## config.mk

```make
export PLATFORM = sky130hd
export DESIGN_NAME = sliding_window_statistics
export DESIGN_NICKNAME = d
export VERILOG_FILES = /design/src/sws_pkg.sv /design/src/sws_queue.sv /design/src/sws_front.sv /design/src/sws_back.sv /design/src/sliding_window_statistics.sv
export SDC_FILE = /design/constraint.sdc
export NUM_CORES = 1
export LEC_CHECK = 0
export BUFFER_PORTS_ARGS = -buffer_cell sky130_fd_sc_hd__buf_2
export CAP_MARGIN = 20
export CELL_PAD_IN_SITES_DETAIL_PLACEMENT = 1
export CELL_PAD_IN_SITES_GLOBAL_PLACEMENT = 1
export CORE_ASPECT_RATIO = 1.75
export CORE_MARGIN = 2
export CORE_UTILIZATION = 31
export CTS_CLUSTER_SIZE = 16
export DETAILED_ROUTE_END_ITERATION = 8
export GPL_ROUTABILITY_DRIVEN = 0
export PLACE_DENSITY_LB_ADDON = 0.1
export SLEW_MARGIN = 10
export SYNTH_ARGS = -nofsm -noshare
export SYNTH_HDL_FRONTEND = slang
export SYNTH_HIERARCHICAL = 1
export SYNTH_SLANG_ARGS = --single-unit
export TNS_END_PERCENT = 10
```

## constraint.sdc

```tcl
create_clock -name clk_i -period 12.4 [get_ports clk_i]
set_clock_uncertainty 0.1 [all_clocks]
set_input_delay 0 -clock clk_i [delete_from_list [all_inputs] [get_ports clk_i]]
set_output_delay 0 -clock clk_i [all_outputs]
set_load 0.05 [all_outputs]
```

## src/sws_pkg.sv

```systemverilog
// ----------------------------------------------------------------------------
// sws_pkg
// Shared constants and types for the sliding window statistics block.
// ----------------------------------------------------------------------------
package sws_pkg;

  localparam int unsigned DEPTH       = 16;
  localparam int unsigned IDX_W       = $clog2(DEPTH);
  localparam int unsigned LEN_W       = IDX_W + 1;
  localparam int unsigned CFG_W       = 5;
  localparam int unsigned SAMPLE_W    = 16;
  localparam int unsigned SUM_W       = SAMPLE_W + IDX_W + 1;
  localparam int unsigned MAG_W       = SUM_W - 1;
  localparam int unsigned DIV_CNT_W   = $clog2(MAG_W);
  localparam int unsigned STEP_W      = 4;
  localparam int unsigned OUT_W       = 5 * SAMPLE_W + 2 * STEP_W;
  localparam int unsigned QUEUE_DEPTH = 2;
  localparam int unsigned QPTR_W      = $clog2(QUEUE_DEPTH);
  localparam int unsigned QCNT_W      = QPTR_W + 1;

  localparam logic [CFG_W-1:0]  LEN_RESET = CFG_W'(DEPTH);
  localparam logic [STEP_W-1:0] STEP_MAX  = '1;

  localparam logic signed [SAMPLE_W-1:0] SAMPLE_MIN = 16'sh8000;
  localparam logic signed [SAMPLE_W-1:0] SAMPLE_MAX = 16'sh7FFF;

  typedef enum logic {
    JOB_PUSH,
    JOB_PRIME
  } job_kind_e;

  typedef struct packed {
    logic signed [SAMPLE_W-1:0] sample;
    job_kind_e                  kind;
    logic [LEN_W-1:0]           len;
  } job_t;

endpackage

```

## src/sws_queue.sv

```systemverilog
// ----------------------------------------------------------------------------
// sws_queue
// Short job queue between the front and the back of the block.
// ----------------------------------------------------------------------------
module sws_queue
  import sws_pkg::*;
(
  input  logic  clk_i,
  input  logic  rst_ni,
  input  logic  push_i,
  input  job_t  push_job_i,
  output logic  full_o,
  input  logic  pop_i,
  output logic  valid_o,
  output job_t  pop_job_o
);

  job_t              slot_q [QUEUE_DEPTH];
  logic [QPTR_W-1:0] wr_ptr_q;
  logic [QPTR_W-1:0] rd_ptr_q;
  logic [QCNT_W-1:0] count_q;

  assign full_o    = (count_q == QCNT_W'(QUEUE_DEPTH));
  assign valid_o   = (count_q != '0);
  assign pop_job_o = slot_q[rd_ptr_q];

  always_ff @(posedge clk_i) begin
    if (push_i) begin
      slot_q[wr_ptr_q] <= push_job_i;
    end
  end

  always_ff @(posedge clk_i or negedge rst_ni) begin
    if (!rst_ni) begin
      wr_ptr_q <= '0;
      rd_ptr_q <= '0;
      count_q  <= '0;
    end else begin
      if (push_i) begin
        wr_ptr_q <= wr_ptr_q + QPTR_W'(1);
      end
      if (pop_i) begin
        rd_ptr_q <= rd_ptr_q + QPTR_W'(1);
      end
      if (push_i && !pop_i) begin
        count_q <= count_q + QCNT_W'(1);
      end else if (!push_i && pop_i) begin
        count_q <= count_q - QCNT_W'(1);
      end
    end
  end

endmodule

```

## src/sws_front.sv

```systemverilog
// ----------------------------------------------------------------------------
// sws_front
// Input side: holds the window length register, classifies each item and
// tags it with the effective window length before it enters the queue.
// ----------------------------------------------------------------------------
module sws_front
  import sws_pkg::*;
(
  input  logic                clk_i,
  input  logic                rst_ni,
  input  logic                cfg_we_i,
  input  logic [CFG_W-1:0]    cfg_wdata_i,
  input  logic                s_axis_tvalid_i,
  output logic                s_axis_tready_o,
  input  logic [SAMPLE_W-1:0] s_axis_tdata_i,
  input  logic                s_axis_tuser_i,
  input  logic                queue_full_i,
  output logic                push_o,
  output job_t                job_o
);

  logic [CFG_W-1:0] win_len_q;
  logic [LEN_W-1:0] eff_len;

  always_ff @(posedge clk_i or negedge rst_ni) begin
    if (!rst_ni) begin
      win_len_q <= LEN_RESET;
    end else if (cfg_we_i) begin
      win_len_q <= cfg_wdata_i;
    end
  end

  // A length of zero acts as one; anything beyond the depth is clamped.
  always_comb begin
    if (win_len_q == '0) begin
      eff_len = LEN_W'(1);
    end else if (win_len_q > CFG_W'(DEPTH)) begin
      eff_len = LEN_W'(DEPTH);
    end else begin
      eff_len = LEN_W'(win_len_q);
    end
  end

  assign s_axis_tready_o = !queue_full_i;
  assign push_o          = s_axis_tvalid_i && !queue_full_i;

  always_comb begin
    job_o.sample = $signed(s_axis_tdata_i);
    job_o.kind   = s_axis_tuser_i ? JOB_PRIME : JOB_PUSH;
    job_o.len    = eff_len;
  end

endmodule

```

## src/sws_back.sv

```systemverilog
// ----------------------------------------------------------------------------
// sws_back
// Execution side: updates the sample window, walks it one entry per cycle,
// divides the sum serially and drives the registered result item.
// ----------------------------------------------------------------------------
module sws_back
  import sws_pkg::*;
(
  input  logic             clk_i,
  input  logic             rst_ni,
  input  logic             job_valid_i,
  input  job_t             job_i,
  output logic             pop_o,
  output logic             m_axis_tvalid_o,
  input  logic             m_axis_tready_i,
  output logic [OUT_W-1:0] m_axis_tdata_o
);

  typedef enum logic [2:0] {
    ST_IDLE,
    ST_WALK,
    ST_PREP,
    ST_DIV,
    ST_MEAN,
    ST_EMIT
  } state_e;

  state_e                     state_q;
  logic signed [SAMPLE_W-1:0] win_q [DEPTH];
  logic [LEN_W-1:0]           len_q;
  logic [IDX_W-1:0]           idx_q;
  logic signed [SAMPLE_W-1:0] prev_q;
  logic signed [SAMPLE_W-1:0] max_q;
  logic signed [SAMPLE_W-1:0] min_q;
  logic signed [SUM_W-1:0]    sum_q;
  logic [STEP_W-1:0]          rise_q;
  logic [STEP_W-1:0]          fall_q;
  logic [MAG_W-1:0]           dvd_q;
  logic [MAG_W-1:0]           quo_q;
  logic [LEN_W-1:0]           rem_q;
  logic                       neg_q;
  logic [DIV_CNT_W-1:0]       cnt_q;
  logic signed [SAMPLE_W-1:0] mean_q;
  logic                       out_valid_q;
  logic [OUT_W-1:0]           out_data_q;

  logic signed [SAMPLE_W-1:0] cur;
  logic                       last;
  logic [LEN_W-1:0]           rem_sh;
  logic                       rem_ge;
  logic signed [SUM_W-1:0]    sum_abs;
  logic signed [SUM_W-1:0]    quo_ext;
  logic signed [SUM_W-1:0]    mean_full;
  logic signed [SAMPLE_W+1:0] diff;
  logic signed [SAMPLE_W+2:0] trend_full;
  logic signed [SAMPLE_W-1:0] trend;
  logic [SAMPLE_W-1:0]        spread;

  assign pop_o = (state_q == ST_IDLE) && job_valid_i;
  assign cur   = win_q[idx_q];
  assign last  = (LEN_W'(idx_q) == len_q - LEN_W'(1));

  // One restoring division step: the remainder stays below the length.
  assign rem_sh = {rem_q[IDX_W-1:0], dvd_q[MAG_W-1]};
  assign rem_ge = (rem_sh >= len_q);

  assign sum_abs   = sum_q[SUM_W-1] ? -sum_q : sum_q;
  assign quo_ext   = $signed({1'b0, quo_q});
  assign mean_full = neg_q ? -quo_ext : quo_ext;

  assign diff       = $signed({{2{win_q[0][SAMPLE_W-1]}}, win_q[0]})
                    - $signed({{2{mean_q[SAMPLE_W-1]}}, mean_q});
  assign trend_full = $signed({diff, 1'b0});

  always_comb begin
    if (trend_full < $signed({{3{SAMPLE_MIN[SAMPLE_W-1]}}, SAMPLE_MIN})) begin
      trend = SAMPLE_MIN;
    end else if (trend_full > $signed({3'b000, SAMPLE_MAX})) begin
      trend = SAMPLE_MAX;
    end else begin
      trend = trend_full[SAMPLE_W-1:0];
    end
  end

  assign spread = SAMPLE_W'(max_q - min_q);

  always_ff @(posedge clk_i or negedge rst_ni) begin
    if (!rst_ni) begin
      state_q     <= ST_IDLE;
      for (int i = 0; i < DEPTH; i++) begin
        win_q[i] <= '0;
      end
      len_q       <= LEN_W'(DEPTH);
      idx_q       <= '0;
      prev_q      <= '0;
      max_q       <= SAMPLE_MIN;
      min_q       <= SAMPLE_MAX;
      sum_q       <= '0;
      rise_q      <= '0;
      fall_q      <= '0;
      dvd_q       <= '0;
      quo_q       <= '0;
      rem_q       <= '0;
      neg_q       <= 1'b0;
      cnt_q       <= '0;
      mean_q      <= '0;
      out_valid_q <= 1'b0;
      out_data_q  <= '0;
    end else begin
      // In the emit state the result register is refilled instead.
      if (m_axis_tready_i && (state_q != ST_EMIT)) begin
        out_valid_q <= 1'b0;
      end
      case (state_q)
        ST_IDLE: begin
          if (job_valid_i) begin
            for (int i = 1; i < DEPTH; i++) begin
              win_q[i] <= (job_i.kind == JOB_PRIME) ? job_i.sample : win_q[i-1];
            end
            win_q[0] <= job_i.sample;
            len_q    <= job_i.len;
            idx_q    <= '0;
            max_q    <= SAMPLE_MIN;
            min_q    <= SAMPLE_MAX;
            sum_q    <= '0;
            rise_q   <= '0;
            fall_q   <= '0;
            state_q  <= ST_WALK;
          end
        end
        ST_WALK: begin
          if (cur > max_q) begin
            max_q <= cur;
          end
          if (cur < min_q) begin
            min_q <= cur;
          end
          sum_q <= sum_q + $signed({{(SUM_W-SAMPLE_W){cur[SAMPLE_W-1]}}, cur});
          if (idx_q != '0) begin
            if ((prev_q > cur) && (rise_q != STEP_MAX)) begin
              rise_q <= rise_q + STEP_W'(1);
            end
            if ((prev_q < cur) && (fall_q != STEP_MAX)) begin
              fall_q <= fall_q + STEP_W'(1);
            end
          end
          prev_q <= cur;
          idx_q  <= idx_q + IDX_W'(1);
          if (last) begin
            state_q <= ST_PREP;
          end
        end
        ST_PREP: begin
          dvd_q   <= sum_abs[MAG_W-1:0];
          neg_q   <= sum_q[SUM_W-1];
          rem_q   <= '0;
          quo_q   <= '0;
          cnt_q   <= '0;
          state_q <= ST_DIV;
        end
        ST_DIV: begin
          rem_q <= rem_ge ? (rem_sh - len_q) : rem_sh;
          quo_q <= {quo_q[MAG_W-2:0], rem_ge};
          dvd_q <= {dvd_q[MAG_W-2:0], 1'b0};
          cnt_q <= cnt_q + DIV_CNT_W'(1);
          if (cnt_q == DIV_CNT_W'(MAG_W - 1)) begin
            state_q <= ST_MEAN;
          end
        end
        ST_MEAN: begin
          mean_q  <= mean_full[SAMPLE_W-1:0];
          state_q <= ST_EMIT;
        end
        ST_EMIT: begin
          if (!out_valid_q || m_axis_tready_i) begin
            out_valid_q <= 1'b1;
            out_data_q  <= {fall_q, rise_q, trend, mean_q, spread, min_q, max_q};
            state_q     <= ST_IDLE;
          end
        end
        default: begin
          state_q <= ST_IDLE;
        end
      endcase
    end
  end

  assign m_axis_tvalid_o = out_valid_q;
  assign m_axis_tdata_o  = out_data_q;

endmodule

```

## src/sliding_window_statistics.sv

```systemverilog
// ----------------------------------------------------------------------------
// sliding_window_statistics
// Max, min, spread, mean, trend and step counts over a window of samples.
// ----------------------------------------------------------------------------
// Usage: each input item carries one signed 16-bit sample in tdata and the
// prime flag in tuser; a set prime flag fills the whole window with the
// sample. Every accepted item yields exactly one result item on the output
// stream, in order. The user must write the window length register through
// cfg_we_i/cfg_wdata_i only while the block is idle; the block itself does not
// enforce this. Zero acts as one and values above sixteen act as sixteen.
// Execution: each item passes through the walk, prep, divide, mean and emit
// states in turn; the execution side takes the next item only once it is back
// in idle. The cost is set by the one-entry-per-cycle walk over the window
// and the one-bit-per-cycle serial divider that forms the mean.
// A two-entry queue sits between the input side and the execution side, so
// new items are taken while a result waits in the output register; the input
// stalls only when that queue is full. A stalled receiver holds the result
// steady and, once the next result is ready, stops the execution side.
// Reset clears the window to zero, sets the length to sixteen and drops all
// queued items and any pending result.
// ----------------------------------------------------------------------------
module sliding_window_statistics
  import sws_pkg::*;
(
  input  logic                clk_i,
  input  logic                rst_ni,
  input  logic                cfg_we_i,
  input  logic [CFG_W-1:0]    cfg_wdata_i,
  input  logic                s_axis_tvalid_i,
  output logic                s_axis_tready_o,
  // sample [15:0]
  input  logic [SAMPLE_W-1:0] s_axis_tdata_i,
  // prime [0]
  input  logic                s_axis_tuser_i,
  output logic                m_axis_tvalid_o,
  input  logic                m_axis_tready_i,
  // window_max [15:0], window_min [31:16], spread [47:32], mean [63:48],
  // trend [79:64], rising_steps [83:80], falling_steps [87:84]
  output logic [OUT_W-1:0]    m_axis_tdata_o
);

  logic queue_full;
  logic push;
  job_t push_job;
  logic pop;
  logic job_valid;
  job_t pop_job;

  sws_front u_front (
    .clk_i           (clk_i),
    .rst_ni          (rst_ni),
    .cfg_we_i        (cfg_we_i),
    .cfg_wdata_i     (cfg_wdata_i),
    .s_axis_tvalid_i (s_axis_tvalid_i),
    .s_axis_tready_o (s_axis_tready_o),
    .s_axis_tdata_i  (s_axis_tdata_i),
    .s_axis_tuser_i  (s_axis_tuser_i),
    .queue_full_i    (queue_full),
    .push_o          (push),
    .job_o           (push_job)
  );

  sws_queue u_queue (
    .clk_i      (clk_i),
    .rst_ni     (rst_ni),
    .push_i     (push),
    .push_job_i (push_job),
    .full_o     (queue_full),
    .pop_i      (pop),
    .valid_o    (job_valid),
    .pop_job_o  (pop_job)
  );

  sws_back u_back (
    .clk_i           (clk_i),
    .rst_ni          (rst_ni),
    .job_valid_i     (job_valid),
    .job_i           (pop_job),
    .pop_o           (pop),
    .m_axis_tvalid_o (m_axis_tvalid_o),
    .m_axis_tready_i (m_axis_tready_i),
    .m_axis_tdata_o  (m_axis_tdata_o)
  );

endmodule
```

# Yosys cells after proc, flatten, opt, wreduce, memory -nomap -nowiden
# Memory sizes are Yosys's and may differ from the RTL's.
# Index checks and enable logic that the tools add are counted.
# op_classes
n_addsub	15
magnitude_cmp	9
n_eq_ne	20
muxes	58
n_bitwise	1
reduce_logical	27
# op_table
operator	n
$mux 16	24
$pmux 16 s2	3
$bmux 16 s4	1
$pmux 21 s2	1
$pmux 20 s2	1
$gt 16x16->1	2
$lt 16x16->1	2
$pmux 4 s2	4
$mux 4	6
$add 21x16->21	1
$mux 21	1
$mux 20	1
$neg 20->20	1
$gt 19x16->1 const B	1
$lt 19x16->1 const B	1
$ne 2x1->1 const B	9
$pmux 3 s6	1
$sub 16x16->17	1
$neg 16->16	1
$sub 16x16->16	1
$add 4x1->4 const B	3
$mux 3	4
$reduce_and 4->1	3
$mux 5	2
30 further kinds	55
# word_totals
register_bits	505
mem_bits_rw	44
mem_count	1
# memory_table
memory	depth	width	read_ports	rd_ports_with_merged_regs	wr	line_no	rtl
u_queue.slot_q	2	22	1	0	1	sws_queue.sv:18	job_t slot_q [QUEUE_DEPTH];

# Logic depth before layout (Yosys ltp)
# depth
word_depth	9
depth_mapped	19

# Modules after synthesis
# Netlist, hierarchy kept.
# modules_own_cells
module	n_inst	cells_per_inst	area_each_um2	seq_area_each_um2
sws_back	1	2890	26673.1	12433.2
sws_queue	1	84	1780.5	1421.4
sws_front	1	37	355.3	126.4

# Worst setup path before layout
# OpenSTA, ideal clock, no wires.
# synth_path
kind	register to register
startpoint	register u_back.idx_q[0]
endpoint	register u_back.max_q[15]
setup_ns	0.076
arrival_ns	4.553
required_time_ns	12.224
path_slack_ns	7.670
stages_incl_launch_ff	15
period_less_slack_ns	4.730
path_cell_list	dfrtp_1 buf_6 buf_2 buf_2 mux4_2 mux2_2 o21ai_0 inv_1 ha_1 a21o_1 a2111oi_0 nand2_1 o21ai_1 clkbuf_1 mux2i_1
# synth_between
elab_chain_len	7
word_cells_on_any_way	9
# synth_rtl
element	line_no	rtl
start: declaration	sws_back.sv:31	logic [IDX_W-1:0] idx_q;
start signal: assignment	sws_back.sv:148	idx_q <= idx_q + IDX_W'(1);
$not 4->5 (implied by the code)	sws_back.sv:60	assign cur = win_q[idx_q];
$bmux 16 s4	sws_back.sv:60	
$mux 16 (implied by the code) (2 in series)	sws_back.sv:60	
via u_back.cur[13]	sws_back.sv:47	logic signed [SAMPLE_W-1:0] cur;
$gt 16x16->1	sws_back.sv:132	if (cur > max_q) begin
$ne 2x1->1 (no line)	--	
$reduce_and 3->1 (no line)	--	
end signal: assignment	sws_back.sv:133	max_q <= cur;
end: declaration	sws_back.sv:33	logic signed [SAMPLE_W-1:0] max_q;
# The timed path passes the listed nets, and every way through them passes these cells. The select of a mux whose other input is x is not followed.
# A chain may end at the register's enable or synchronous reset.

# Worst setup path in the final report
# layout_path
startpoint	register u_back.idx_q[0]
endpoint	register u_back.min_q[15]
# layout_between
elab_chain_len	7
word_cells_on_any_way	9
# layout_rtl
element	line_no	rtl
$not 4->5 (implied by the code)	sws_back.sv:60	
$bmux 16 s4	sws_back.sv:60	
$mux 16 (implied by the code) (2 in series)	sws_back.sv:60	
via u_back.cur[12]	sws_back.sv:47	
$lt 16x16->1	sws_back.sv:135	if (cur < min_q) begin
$ne 2x1->1 (no line)	--	
$reduce_and 3->1 (no line)	--	
end signal: assignment	sws_back.sv:136	min_q <= cur;
end: declaration	sws_back.sv:34	logic signed [SAMPLE_W-1:0] min_q;
# The timed path passes the listed nets, and every way through them passes these cells. The select of a mux whose other input is x is not followed.

==> flow_summary.toml <==
[sta]
final_hold_viol_count = 0
max_slew.worst_pin.slew_ns = 1.03
post-route-period-util_pct = 48.3
setup-tns-final_ns = 0
rsz0062_at_grt = "false"
relSlewSlack_pct = 31.6
report.final.slew_viol_count = 0
fin_ws_ns = 6.41
finalSetupViolCount = 0
fmax_mhz = 167
period_needed_ns = 5.99

[global_routing]
grt_max_degree = 153
met1_usage_pct = 21.1
globalRouteOverflowTotal = 0
top_usage_layer = "met2"
grt_pass1_vias = 24500
antenna_found_initial = 1
use_met2_pct = 38.0
grt_pass1_wl_microns = 145000
grt_use_met3_pct = 1.84
grtUsageTotal_pct = 19.5

[synth]
synth.avg_cell_area_sq_um = 9.57
synth_top_cells_by_count = "nand2_1, dfrtp_1, o21ai_0, a21oi_1, clkbuf_1"
syn_nets = 3154
synth_edf_count = 44
synth_area_sq_um = 28800
async_flop_share_pct = 92.0
synth_cells = 3011
synth_warnings = 6
yosysMostFrequentCell = "nand2_1"
synth_top_cell_by_area = "dfrtp_1"
yosysTopAreaCellShare_pct = 42.3
synth_cell_type_count = 73
ys_top_cells_by_area = "dfrtp_1, o21ai_0, nand2_1"
yosysSeqAreaShare_pct = 48.5
synth_seq_cells = 549
synth_top_flop_cell = "dfrtp_1"

[pwr]
power.density_nw_per_um2 = 301
switching_share_pct = 45.2
switching_power_uw = 4480
vdd_drop_max_mv = 0.101
power.share.sequential_pct = 30.8
intPower_uw = 5440
power_frac_comb_pct = 51.0
power_uw = 9920
power_frac_clock_pct = 18.2
p_leak_uw = 0.0146

[placed_design]
dpl_cell_area_sq_um = 30400
port_buffers = 116
place_hpwl_microns = 65600
preCtsSetupSlack_ns = 6.27

[die]
fp.coreArea_sq_um = 92000
rows = 147
die_h_microns = 407
die_area_sq_um = 95500
ios = 117
start_util_pct = 31.3
die_w_microns = 234

[hold_path]
hold_depth = 3
hold_class = "in -> reg"

[run]
maxCapViolations = 0

[worst_setup_path]
critPathCaptureType = "flip-flop"
path_cells = "buf_4, mux4_2, mux2_2, o21ai_0, inv_1, ha_1, a21o_1, a21o_1, a21oi_1, buf_4, a2bb2o_1, a221o_1"
startpoint_type = "flip-flop"
path_class = "reg -> reg"
critPathMaxStageDelay_ns = 0.89
cp.arrival_ns = 6.46
r2r_cells = 12
required_ns = 12.87
cp_max_fo = 40
crit_slowest_cell = "dfrtp_4"

[clocking]
clockRootBuffer = "clkbuf_16"
cts.clk_slew.worst_paths_ns = 0.07
htreeDepth = 2
post_cts_buffers = 0
cts.path.max_buffers = 3
cts.repair.resized = 0
numCtsBuffers = 56
insertion_delay_ns = 0.65
postCtsHoldBufs = 55
clock_sinks = 549
cts_tree = "done"

[drt]
wl_microns = 92100
first_pass_iters = 5
drt-initial-drc-count = 1015
ant_nets = 0
num_vias = 22500
viasPerCell = 5.21
wl_per_cell_microns = 21.4
drc = 0

[run_status]
outcome = "completed"

[layout]
fill_cells = 10400
area_delta_synth_final_pct = 14.5
drive_gt1_share_pct = 13.6
design_area_sq_um = 33000
nNetsFinal = 3211
[cells in the final DEF (no fill, tap or decap), drive strengths merged, types with 17 or more instances in the layout]
| cell type | count |
|---|---|
| and2 | 23 |
| nand2 | 557 |
| mux2 | 47 |
| dlygate4sd3 | 54 |
| dfrtp | 487 |
| xor2 | 53 |
| a21o | 32 |
| nand3 | 38 |
| a211oi | 18 |
| nor2 | 94 |
| nor2b | 23 |
| mux4 | 65 |
| xnor2 | 24 |
| ha | 112 |
| inv | 103 |
| a21oi | 319 |
| edfxtp | 44 |
| a221oi | 17 |
| buf | 170 |
| nor3 | 48 |
| clkbuf | 82 |
| nand4 | 23 |
| mux2i | 42 |
| dfstp | 18 |
| o21ai | 421 |
| o31ai | 23 |
[flip-flops by register name, indices dropped and copies added (netlist names), 16 cells and up]
name / count
u_back/dvd_q: 20
u_back/m_axis_tdata_o: 88
u_back/max_q: 16
u_back/mean_q: 16
u_back/min_q: 16
u_back/prev_q: 16
u_back/quo_q: 16
u_back/sum_q: 21
u_back/win_q: 256
u_queue/slot_q: 44
[layout make-up]
cell class | instances | area, sq um | area share (%)
inverter | 101 | 384 | 1.16
clock buffer | 82 | 1680 | 5.10
clock inverter | 24 | 256 | 0.778
tap | 1192 | 1490 | 4.52
antenna | 1 | 2.50 | 0.00759
multi-input combinational | 2136 | 13500 | 41.0
timing repair buffer | 224 | 1640 | 4.96
sequential | 549 | 14000 | 42.4
[metal layers]
metal | wire (microns) | vias up | share of wire, %
li1 | - | 10700 | -
met1 | 35000 | 11400 | 38
met2 | 51600 | 274 | 56
met3 | 2060 | 137 | 2.2
met4 | 3530 | 0 | 3.8
met5 | 0 | - | 0
[kinds of logic (layout without fill, tap and decap cells)]
group           after synthesis  count (layout)  share of synthesized area [%]
compound gates              932             932                           18.3
xor+xnor                     77              77                           2.34
fa+ha+maj                   116             116                           5.14
buf+inv                     326             431                           4.62
flops                       549             549                           48.5
mux                         154             154                           8.38
other cells                   0               1                              0
simple gates                857             857                           12.7
[path summary, 6_finish.rpt]
check / start / endpoint / slack, ns
max: u_back/idx_q[0] / u_back/min_q[15] / 6.41
max in group asynchronous: rst_ni / u_back/win_q[71] / 9.46
min in group asynchronous: rst_ni / u_back/m_axis_tdata_o[43] / 0.45
min: cfg_we_i / u_front/win_len_q[0] / 0.12
min reg2reg: u_back/m_axis_tdata_o[60] / u_back/m_axis_tdata_o[60] / 0.37
max reg2reg: u_back/idx_q[0] / u_back/min_q[15] / 6.41
[power by group through the flow]
stage	logic (uW)	registers [uW]	clock network, uW
2_1_floorplan	3610	2790	0
3_3_place_gp	4980	3070	0
3_5_place_dp	5120	3100	0
4_1_cts	5160	3070	1870
5_1_grt	5680	3160	1940
6_report	5060	3060	1800
[critical path, delay by kind of cell, from the launching register on]
family                     cells  cell delay [ns]
AOI/OAI and AO/OA              6             2.30
adders and majority gates      1             0.40
buffers and inverters          3             1.35
DFF                            1             0.89
muxes                          2             0.86
[per-stage QoR]
stage | instances | util (%) | hold WS, ns
3_3_place_gp | 4143 | 33.0 | -0.0697
3_5_place_dp | 4145 | 33.1 | -0.0615
4_1_cts | 4306 | 35.8 | 0.0508
6_report | 4309 | 35.9 | 0.122
5_1_grt | 4308 | 35.9 | 0.138
2_1_floorplan | 3011 | - | -0.396
Power figures use the tool's default switching activity.
